===== src/sv/gdds_pkg.sv =====
// shared constants, command codes and control structs of the grid block
// no dependencies
package gdds_pkg;

    localparam int MAX_ROWS = 64;
    localparam int MAX_COLS = 64;
    localparam int DEPTH    = MAX_ROWS * MAX_COLS;
    localparam int ROW_W    = $clog2(MAX_ROWS);
    localparam int COL_W    = $clog2(MAX_COLS);
    localparam int ADDR_W   = $clog2(DEPTH);

    localparam int CELL_W   = 24;
    localparam int CHG_W    = 32;
    localparam int CFG_W    = 16;
    localparam int SIZE_W   = 7;
    localparam int OP_W     = 3;
    localparam int CIDX_W   = 3;
    localparam int K_W      = 4;

    localparam logic [CELL_W-1:0] CELL_MAX = {CELL_W{1'b1}};
    localparam logic [SIZE_W-1:0] SIZE_RST = 7'd64;

    localparam logic [OP_W-1:0] OP_WRITE = 3'd0;
    localparam logic [OP_W-1:0] OP_ADD   = 3'd1;
    localparam logic [OP_W-1:0] OP_SUB   = 3'd2;
    localparam logic [OP_W-1:0] OP_READ  = 3'd3;
    localparam logic [OP_W-1:0] OP_CLEAR = 3'd4;
    localparam logic [OP_W-1:0] OP_STEP  = 3'd5;

    localparam logic [CIDX_W-1:0] CFG_KDIFF = 3'd0;
    localparam logic [CIDX_W-1:0] CFG_KDEG  = 3'd1;
    localparam logic [CIDX_W-1:0] CFG_DT    = 3'd2;
    localparam logic [CIDX_W-1:0] CFG_ROWS  = 3'd3;
    localparam logic [CIDX_W-1:0] CFG_COLS  = 3'd4;

    localparam logic [K_W-1:0] K_LAST = 4'd8;

    typedef struct packed {
        logic cap;        // latch the accepted item
        logic swp_wr;     // zero one cell of the sweep
        logic rd_item;    // read the addressed cell
        logic mod_wr;     // write back write/add/subtract
        logic step_init;  // first interior cell, stencil point zero
        logic p1_rd;      // read one stencil point
        logic p1_wr;      // store the change of one cell
        logic p2_rd;      // read cell and its change
        logic p2_wr;      // store the updated cell
        logic out_en;     // present the result
    } t_cmd;

    typedef struct packed {
        logic [OP_W-1:0] op;
        logic            swp_last;
        logic            k_last;
        logic            cell_last;
        logic            interior;
    } t_stat;

    function automatic logic [ADDR_W-1:0] cell_addr(input logic [ROW_W-1:0] r,
                                                    input logic [COL_W-1:0] c);
        cell_addr = ADDR_W'(ADDR_W'(r) * ADDR_W'(MAX_COLS) + ADDR_W'(c));
    endfunction

endpackage


===== src/sv/gdds_ctrl.sv =====
// command sequencer of the grid block: sweep, item commands, two-pass step
// depends on gdds_pkg
module gdds_ctrl import gdds_pkg::*; (
    input  logic  i_clk,
    input  logic  i_rst_n,
    input  logic  i_start,
    input  t_stat i_stat,
    output t_cmd  o_cmd,
    output logic  o_busy
);

    typedef enum logic [3:0] {
        S_SWEEP, S_IDLE, S_DEC, S_MOD,
        S_P1_RD, S_P1_LAST, S_P1_MUL, S_P1_WR,
        S_P2_RD, S_P2_MUL, S_P2_WR
    } t_state;

    t_state r_state, n_state;
    logic   r_busy;
    logic   r_clr, n_clr;

    always_comb begin
        n_state = r_state;
        n_clr   = r_clr;
        o_cmd   = '0;
        case (r_state)
            S_SWEEP: begin
                o_cmd.swp_wr = 1'b1;
                if (i_stat.swp_last) begin
                    o_cmd.out_en = r_clr;
                    n_state      = S_IDLE;
                end
            end
            S_IDLE: begin
                if (i_start) begin
                    o_cmd.cap = 1'b1;
                    n_state   = S_DEC;
                end
            end
            S_DEC: begin
                n_clr = (i_stat.op == OP_CLEAR);
                case (i_stat.op)
                    OP_WRITE, OP_ADD, OP_SUB, OP_READ: begin
                        o_cmd.rd_item = 1'b1;
                        n_state       = S_MOD;
                    end
                    OP_CLEAR: n_state = S_SWEEP;
                    OP_STEP: begin
                        o_cmd.step_init = 1'b1;
                        if (i_stat.interior) begin
                            n_state = S_P1_RD;
                        end else begin
                            o_cmd.out_en = 1'b1;
                            n_state      = S_IDLE;
                        end
                    end
                    default: begin
                        o_cmd.out_en = 1'b1;
                        n_state      = S_IDLE;
                    end
                endcase
            end
            S_MOD: begin
                o_cmd.mod_wr = 1'b1;
                o_cmd.out_en = 1'b1;
                n_state      = S_IDLE;
            end
            S_P1_RD: begin
                o_cmd.p1_rd = 1'b1;
                if (i_stat.k_last) n_state = S_P1_LAST;
            end
            S_P1_LAST: n_state = S_P1_MUL;
            S_P1_MUL:  n_state = S_P1_WR;
            S_P1_WR: begin
                o_cmd.p1_wr = 1'b1;
                if (i_stat.cell_last) begin
                    o_cmd.step_init = 1'b1;
                    n_state         = S_P2_RD;
                end else begin
                    n_state = S_P1_RD;
                end
            end
            S_P2_RD: begin
                o_cmd.p2_rd = 1'b1;
                n_state     = S_P2_MUL;
            end
            S_P2_MUL: n_state = S_P2_WR;
            S_P2_WR: begin
                o_cmd.p2_wr = 1'b1;
                if (i_stat.cell_last) begin
                    o_cmd.out_en = 1'b1;
                    n_state      = S_IDLE;
                end else begin
                    n_state = S_P2_RD;
                end
            end
            default: n_state = S_IDLE;
        endcase
    end

    always_ff @(posedge i_clk) begin
        if (!i_rst_n) begin
            r_state <= S_SWEEP;
            r_busy  <= 1'b1;
            r_clr   <= 1'b0;
        end else begin
            r_state <= n_state;
            r_busy  <= (n_state != S_IDLE);
            r_clr   <= n_clr;
        end
    end

    assign o_busy = r_busy;

endmodule


===== config.mk =====
export PLATFORM = sky130hd
export DESIGN_NAME = gdds_ctrl
export DESIGN_NICKNAME = d
export VERILOG_FILES = /design/src/sv/gdds_pkg.sv /design/src/sv/gdds_ctrl.sv
export SDC_FILE = /design/constraint.sdc
export NUM_CORES = 1
export LEC_CHECK = 0
export ABC_AREA = 0
export BUFFER_PORTS_ARGS = -buffer_cell sky130_fd_sc_hd__buf_2
export CAP_MARGIN = 20
export CORE_AREA = 2 2 39 41
export CTS_CLUSTER_SIZE = 25
export DETAILED_ROUTE_END_ITERATION = 8
export DIE_AREA = 0 0 41 43
export PLACE_DENSITY = 0.78
export SKIP_LAST_GASP = 1
export SLEW_MARGIN = 20
export SYNTH_ARGS = -nofsm -noshare
export SYNTH_HDL_FRONTEND = slang
export SYNTH_SLANG_ARGS = --single-unit

===== constraint.sdc =====
create_clock -name i_clk -period 1.4 [get_ports i_clk]
set_input_delay 0.35 -clock i_clk [delete_from_list [all_inputs] [get_ports i_clk]]
set_output_delay 0.35 -clock i_clk [all_outputs]
set_load 0.01 [all_outputs]

# Word level (Yosys, flattened, before mapping)
# Cells that the tools add are included.
# Widths: inputs -> output; s select.
dict set report totals {
  register_bits 6
  out_inout_bits 11
  elab_cells 48
}
dict set report op_classes {
  eq_ne 16
  n_mux 25
  reduce_logical 4
}
# operator n
set op_table {}
lappend op_table {{$pmux 4 s10} 1}
lappend op_table {{$mux 4} 5}
lappend op_table {{$eq 4x3->1 const B} 4}
lappend op_table {{$mux 1} 14}
lappend op_table {{$eq 4x4->1 const B} 3}
lappend op_table {{$pmux 4 s3} 1}
lappend op_table {{$eq 4x2->1 const B} 2}
lappend op_table {{$eq 3x2->1 const B} 2}
lappend op_table {{$eq 3x3->1 const B} 2}
lappend op_table {{$reduce_or 5->1} 1}
lappend op_table {{$eq 4x1->1 const B} 1}
lappend op_table {{$logic_not 4->1} 1}
lappend op_table {{$ne 4x1->1 const B} 1}
lappend op_table {{$pmux 1 s2} 2}
lappend op_table {{$pmux 1 s4} 1}
lappend op_table {{$reduce_or 4->1} 1}
lappend op_table {{$eq 3x1->1 const B} 1}
lappend op_table {{$logic_not 3->1} 1}
lappend op_table {{$mux 3} 1}

# Logic depth before layout (Yosys ltp)
# Gate-level depths: netlist of run 1.
dict set report depth {
  word_depth 5
  depth_mapped 5
  depth_no_buf 4
}

# Worst setup path after synthesis of run 1
# OpenSTA, ideal clock, no wires.
dict set report synth_path {
  path_type {register to output}
  from {register r_state[2]}
  to {output o_cmd[0] (netlist bit)}
  arrival_ps 1092
  required_ps 1050
  path_slack_ps -42
  path_stages_with_launch 5
  path_buffers 1
  cell_sequence {dfxtp_1 > buf_4 > nor4_4 > a32oi_1 > nand2_1}
}
# item line_no
set synth_lines {}
lappend synth_lines {{start, declared} gdds_ctrl.sv:18} ;# t_state r_state, n_state;
lappend synth_lines {{start signal, assigned} gdds_ctrl.sv:107} ;# r_state <= n_state;
lappend synth_lines {{end, declared} gdds_ctrl.sv:8} ;# output t_cmd o_cmd,

# Final worst setup path of run 1
dict set report layout_path {
  from {register r_state[2]}
  to {register r_state[0]}
}
dict set report layout_between {
  elab_chain_len 2
  word_cells_on_any_way 11
  cone_classes {9 x eq/ne; 1 x mux; 1 x reduce/logical}
}
# item line_no
set layout_lines {}
lappend layout_lines {{$eq 4x4->1, or another cell as far along} gdds_ctrl.sv:26} ;# case (r_state)
lappend layout_lines {{$pmux 4 s10 (*)} gdds_ctrl.sv:26}
# Every way passes the cells marked *; elsewhere a longest branch is shown, timed or not.
# A chain may end at the register's enable or synchronous reset.

==> flow_summary_export.csv, run 1 <==
group,metric,value,unit
run_status,status,"complete, but fails checks",
run_status,violations,"negative setup slack",
timing,grt_setup_unrepaired,"yes",
cts,cts_buffer_depth,2,
floorplan,pin_count,21,
worst_setup_path,cp.arrival,1830,ps
synth,ys.warnings.count,0,
worst_setup_path,reg2reg_depth,8,
global_route,grt_first_pass_wirelength,3290,um
synth,yosysUniqueCellTypes,34,
floorplan,dieWidth,41,um
power,power.share.clock,0.243,
power,p_int,0.452,mW
power,switchingPower,0.238,mW
cts,tritoncts,"done",
min_path,hp-class,"input pin to flop",
worst_setup_path,path_max_fanout,6,
timing,setup_violations,12,
power,switching_share,0.345,
cts,clk_pin_slew,50,ps
timing,fin_worst_skew,1.71,ps
finish,drive_gt1_frac,0.643,
cts,cts-root-buf,"clkbuf_4",
timing,finalCritPeriodShare,1.21,
min_path,hold_depth,2,
placed_design,portBuffers,20,
finish,multiInputGateArea,529,um^2
worst_setup_path,required,1540,ps
finish,nNetsFinal,124,
detailed_routing,drtPass1Iterations,4,
timing,finalCriticalPeriod,1690,ps
global_route,antenna_found_initial,0,
run,drv_cap,0,
detailed_routing,routed_wirelength,2440,um
placed_design,place_ws,-84.6,ps
synth,synth_area_leader_cell,"dfxtp_1",
finish,diodes,0,
detailed_routing,wire_per_inst,19.0,um
synth,synth_edf_count,0,
cts,postCtsHoldBufs,0,
timing,hold_viol_final,0,
worst_setup_path,crit_path_start_kind,"flop",
synth,avgSynthCellArea,7.75,um^2
floorplan,start_util,0.381,
detailed_routing,drt-vias-per-instance,6.03,
synth,synth_nets,78,
power,seqPwrFrac,0.286,
synth,syn_area,527,um^2
floorplan,fp.dieArea,1760,um^2
cts,ctsHtreeMaxLevel,1,
global_route,gr-usage-all-layers,0.292,
power,p_comb_frac,0.471,
power,vdd_ir_drop_max,0.748,mV
timing,hold_ws,348,ps
finish,area_delta_synth_final,105,%
timing,maxSlewViolCount,0,
cts,numCtsBuffers,3,
global_route,first_global_vias,698,
floorplan,fp.dieH,43,um
floorplan,rows,14,
cts,numClockSinks,6,
timing,max_slew.worst_pin.slew,220,ps
worst_setup_path,path_class,"flop to flop",
detailed_routing,vias,772,
synth,seq_area_frac_synth,0.228,
synth,synth_area_leaders,"dfxtp_1, nor2b_1, nand2b_1",
placed_design,gp_congestion,0.797,
detailed_routing,drc,0,
finish,seqCellArea,130,um^2
worst_setup_path,end_kind,"flop",
timing,worst_slack,-289,ps
synth,synth_flop_cell,"dfxtp_1",
floorplan,core_area,1380,um^2
synth,synth_cells,68,
global_route,grt_max_degree,13,
placed_design,dp_hpwl,1210,um
global_route,overflow,0,
finish,final_util,0.779,
cts,clock_latency,250,ps
timing,max_freq,592,MHz
finish,fillers,86,
power,powerDensity,641,nW/um^2
power,p_leak,0.457,nW
synth,async_flop_share,0,
synth,synth-seq-cells,6,
synth,synth_top_area_share,0.228,
detailed_routing,drtAntennaViolNets,0,
timing,slew_headroom,0.852,
detailed_routing,drtIter0Drc,13,
==> logic make-up (layout without fill, tap and decap cells) <==
family                 count (synthesis)  in the layout  synth area share
AO/OA/AOI/OAI                         17             17             0.223
buffers and inverters                  4             48            0.0428
flip-flops                             6              6             0.228
multiplexers                           1              1            0.0190
AND/OR/NAND/NOR                       40             40             0.487
==> cell usage after synthesis (2+ instances only) <==
cell	instances
nand2b_1	4
dfxtp_1	6
buf_2	3
or3b_1	2
o21a_1	2
nand2_1	4
nand4_1	2
nor2b_1	5
nor3_1	5
and2b_1	2
nor2_1	5
a21oi_1	3
o21ai_0	2
nor3b_1	3
==> through the flow <==
| stage | total power, mW | setup TNS (ps) | instance area, um^2 | cells |
|---|---|---|---|---|
| floorplan | 0.328 | -31.4 | 536 | 68 |
| global placement | 0.414 | -120 | 761 | 114 |
| detailed placement | 0.421 | -148 | 761 | 114 |
| CTS | 0.634 | -1780 | 968 | 125 |
| global route | 0.723 | -2850 | 1080 | 128 |
| finish | 0.691 | -2120 | 1080 | 128 |
==> placed cells by master, fill, tap and decap left out, drive strengths merged, types with 3 or more instances in the layout <==
cell type / n
buf: 45
dfxtp: 6
nor2b: 5
nor2: 5
nor3: 5
nand2: 4
nand2b: 4
nor3b: 3
a21oi: 3
clkbuf: 3
o21ai: 3
==> worst max-delay path, stage by stage, from the launching register on <==
cell      delay [ps]
dfxtp_2          330
buf_12           130
buf_4            130
buf_6            120
buf_16           130
or2_4            250
o221ai_2         160
nand4_1          150
and2_1           180
==> final cells by class <==
type	count	share of cell area
clock buffer	3	0.0209
multi-input combinational	58	0.491
sequential	6	0.121
tap	16	0.0186
timing repair buffer	45	0.349
==> sequential cells by signal, indices dropped and copies added (netlist names) <==
signal	flops
r_clr	1
o_busy	1
r_state	4
==> what timing repair did <==
| item | 4_1_cts | 5_1_grt |
|---|---|---|
| endpoints found under the setup margin | 11 | 14 |
| pin swaps | 13 | 11 |
| resized for setup | 25 | 18 |
| cloned | 1 | 0 |
| setup buffers | 7 | 5 |
==> routing by layer <==
metal	global-route usage	up-vias	wire length, um
li1	-	350	-
met1	0.322	371	918
met2	0.478	35	1290
met3	0.0471	16	68
met4	0.193	0	155
met5	0	-	0
==> worst paths after layout <==
check,from,end,slack (ps)
hold / removal,i_rst_n,o_busy,350
setup / recovery,r_state[2],r_state[0],-290
hold reg to reg,r_state[3],r_state[2],520
setup reg to reg,r_state[2],r_state[0],-290
==> power by group through the flow <==
stage	clock network, mW	registers, mW	logic (mW)
4_1_cts	0.173	0.195	0.266
6_report	0.168	0.197	0.325
3_3_place_gp	0	0.198	0.215
3_5_place_dp	0	0.199	0.222
2_1_floorplan	0	0.200	0.128
5_1_grt	0.180	0.198	0.345
Power figures use the tool's default switching activity.
==> run 2, diff against run 1 <==
--- a/config.mk
+++ b/config.mk
@@ -13,6 +13,7 @@
 export DETAILED_ROUTE_END_ITERATION = 8
 export DIE_AREA = 0 0 41 43
 export PLACE_DENSITY = 0.78
+export SETUP_SLACK_MARGIN = 0.4
 export SKIP_LAST_GASP = 1
 export SLEW_MARGIN = 20
 export SYNTH_ARGS = -nofsm -noshare
==> run 2 against run 1 <==
  * The run still ends with negative setup slack left
  * Sequential power up 6%
  * Global-route usage down 8.1 points
  * First-iteration DRC count down 38%
  * Non-clock buffer count down 4
  * Clock skew up 1.8 ps
  * Register-to-register slack better by 250 ps
  * Worst setup slack better by 65 ps
  * Power down 6.2%
  * Core utilization down 8.6 points
  * Flip-flop and latch count unchanged
  * Routed wire length down 31%
==> flow_summary_export.csv, run 2 (synthesis results as in run 1) <==
group,metric,value,unit
floorplan,fp.dieArea,1760,um^2
run,drv_cap,0,
run_status,status,"complete, but fails checks",
finish,layout.cells.most_common,"buf_2",
timing,finalCriticalPeriod,1620,ps
finish,fillers,114,
worst_setup_path,path_class,"flop to output port",
placed_design,dp_hpwl,1130,um
cts,cts_buffer_depth,2,
timing,finalCritPeriodShare,1.16,
timing,worst_slack,-224,ps
run_status,violations,"negative setup slack",
global_route,busiest_layer,"met2",
floorplan,dieWidth,41,um
global_route,gr-usage-all-layers,0.211,
worst_setup_path,crit_path_start_kind,"flop",
floorplan,pin_count,21,
global_route,first_global_vias,601,
worst_setup_path,cp.arrival,1270,ps
worst_setup_path,path_max_fanout,12,
finish,drive_gt1_frac,0.587,
detailed_routing,vias,682,
placed_design,gp_congestion,0.759,
power,p_leak,0.430,nW
global_route,antenna_found_initial,0,
cts,numCtsBuffers,3,
finish,area_delta_synth_final,82.2,%
global_route,overflow,0,
finish,layout_common_cells,"buf_2, buf_4, buf_6",
detailed_routing,drt-vias-per-instance,5.46,
power,power,0.648,mW
worst_setup_path,end_kind,"output port",
global_route,use_met2,0.313,
power,powerDensity,675,nW/um^2
cts,tritoncts,"done",
placed_design,portBuffers,20,
detailed_routing,routed_wirelength,1680,um
timing,setup_violations,11,
timing,max_freq,616,MHz
timing,max_slew.worst_pin.slew,210,ps
placed_design,dp.cells,110,
power,vdd_ir_drop_max,0.694,mV
finish,largest_reg_flops,4,
finish,top_register,"r_state",
worst_setup_path,required,1050,ps
cts,ctsHtreeMaxLevel,1,
global_route,grt_first_pass_wirelength,2570,um
min_path,hp-class,"input pin to flop",
finish,nNetsFinal,120,
cts,cts-root-buf,"clkbuf_4",
cts,postCtsHoldBufs,0,
timing,hold_viol_final,0,
timing,fin_worst_skew,3.49,ps
floorplan,start_util,0.381,
timing,grt_setup_unrepaired,"yes",
detailed_routing,drtAntennaViolNets,0,
cts,clock_latency,240,ps
detailed_routing,drc,0,
global_route,grt_max_degree,13,
finish,fin_cells,125,
detailed_routing,wire_per_inst,13.4,um
detailed_routing,drtPass1Iterations,4,
detailed_routing,drtIter0Drc,8,
floorplan,fp.dieH,43,um
floorplan,rows,14,
timing,setup_tns,-1240,ps
global_route,grt_util_met3,0.00524,
floorplan,core_area,1380,um^2
cts,clk_pin_slew,40,ps
global_route,gr-usage-met1,0.310,
placed_design,place_ws,-89.1,ps
finish,diodes,0,
timing,slew_headroom,0.859,
cts,numClockSinks,6,
timing,maxSlewViolCount,0,
run 2: changes by cell type in the layout (fill, tap and decap cells not counted), moves of 3 or more:
cell    change
buf_4       -5
buf_6       +3
nor3_2      +3
nor3_4      -3
run 2: what timing repair did:
item                                    CTS  global route
endpoints found under the setup margin   17            17
gates resized for setup                  14            10
buffers inserted                          8             3
pin swaps                                 4             6
run 2: layout make-up:
cell class                 count  area, um^2  share of cell area
tap                           16        20.0              0.0209
multi-input combinational     58         478               0.498
sequential                     6         135               0.141
clock buffer                   4        26.3              0.0274
timing repair buffer          41         300               0.313
run 2: where the power goes:
part | switching [mW] | internal [mW]
Clock | 0.0573 | 0.108
Sequential | 0.0237 | 0.184
Combinational | 0.114 | 0.161
run 2: through the flow:
stage               hold WS [ps]  area (um^2)   util
floorplan                    445          609      -
finish                       362          960  0.693
CTS                          355          897  0.648
detailed placement           571          772  0.558
global route                 371          960  0.693
global placement             502          772  0.558
run 2: worst paths after layout:
kind               from    endpoint  slack (ps)  depth (start not counted)
max          r_state[1]    o_cmd[9]        -220                          3
max reg2reg  r_state[0]  r_state[0]         -40                          6
min reg2reg       r_clr       r_clr         580                          2
min             i_rst_n      o_busy         360                          2
run 2: critical path: stages (launching register included):
cell	delay, ps
dfxtp_4	390
or2b_1	280
nor4b_4	210
buf_2	160
run 2: layer usage:
metal | routed length (um) | share of wire | up-vias
li1 | - | - | 339
met1 | 700 | 0.42 | 311
met2 | 843 | 0.50 | 28
met4 | 46 | 0.027 | 0
met5 | 0 | 0 | -
met3 | 85 | 0.051 | 4
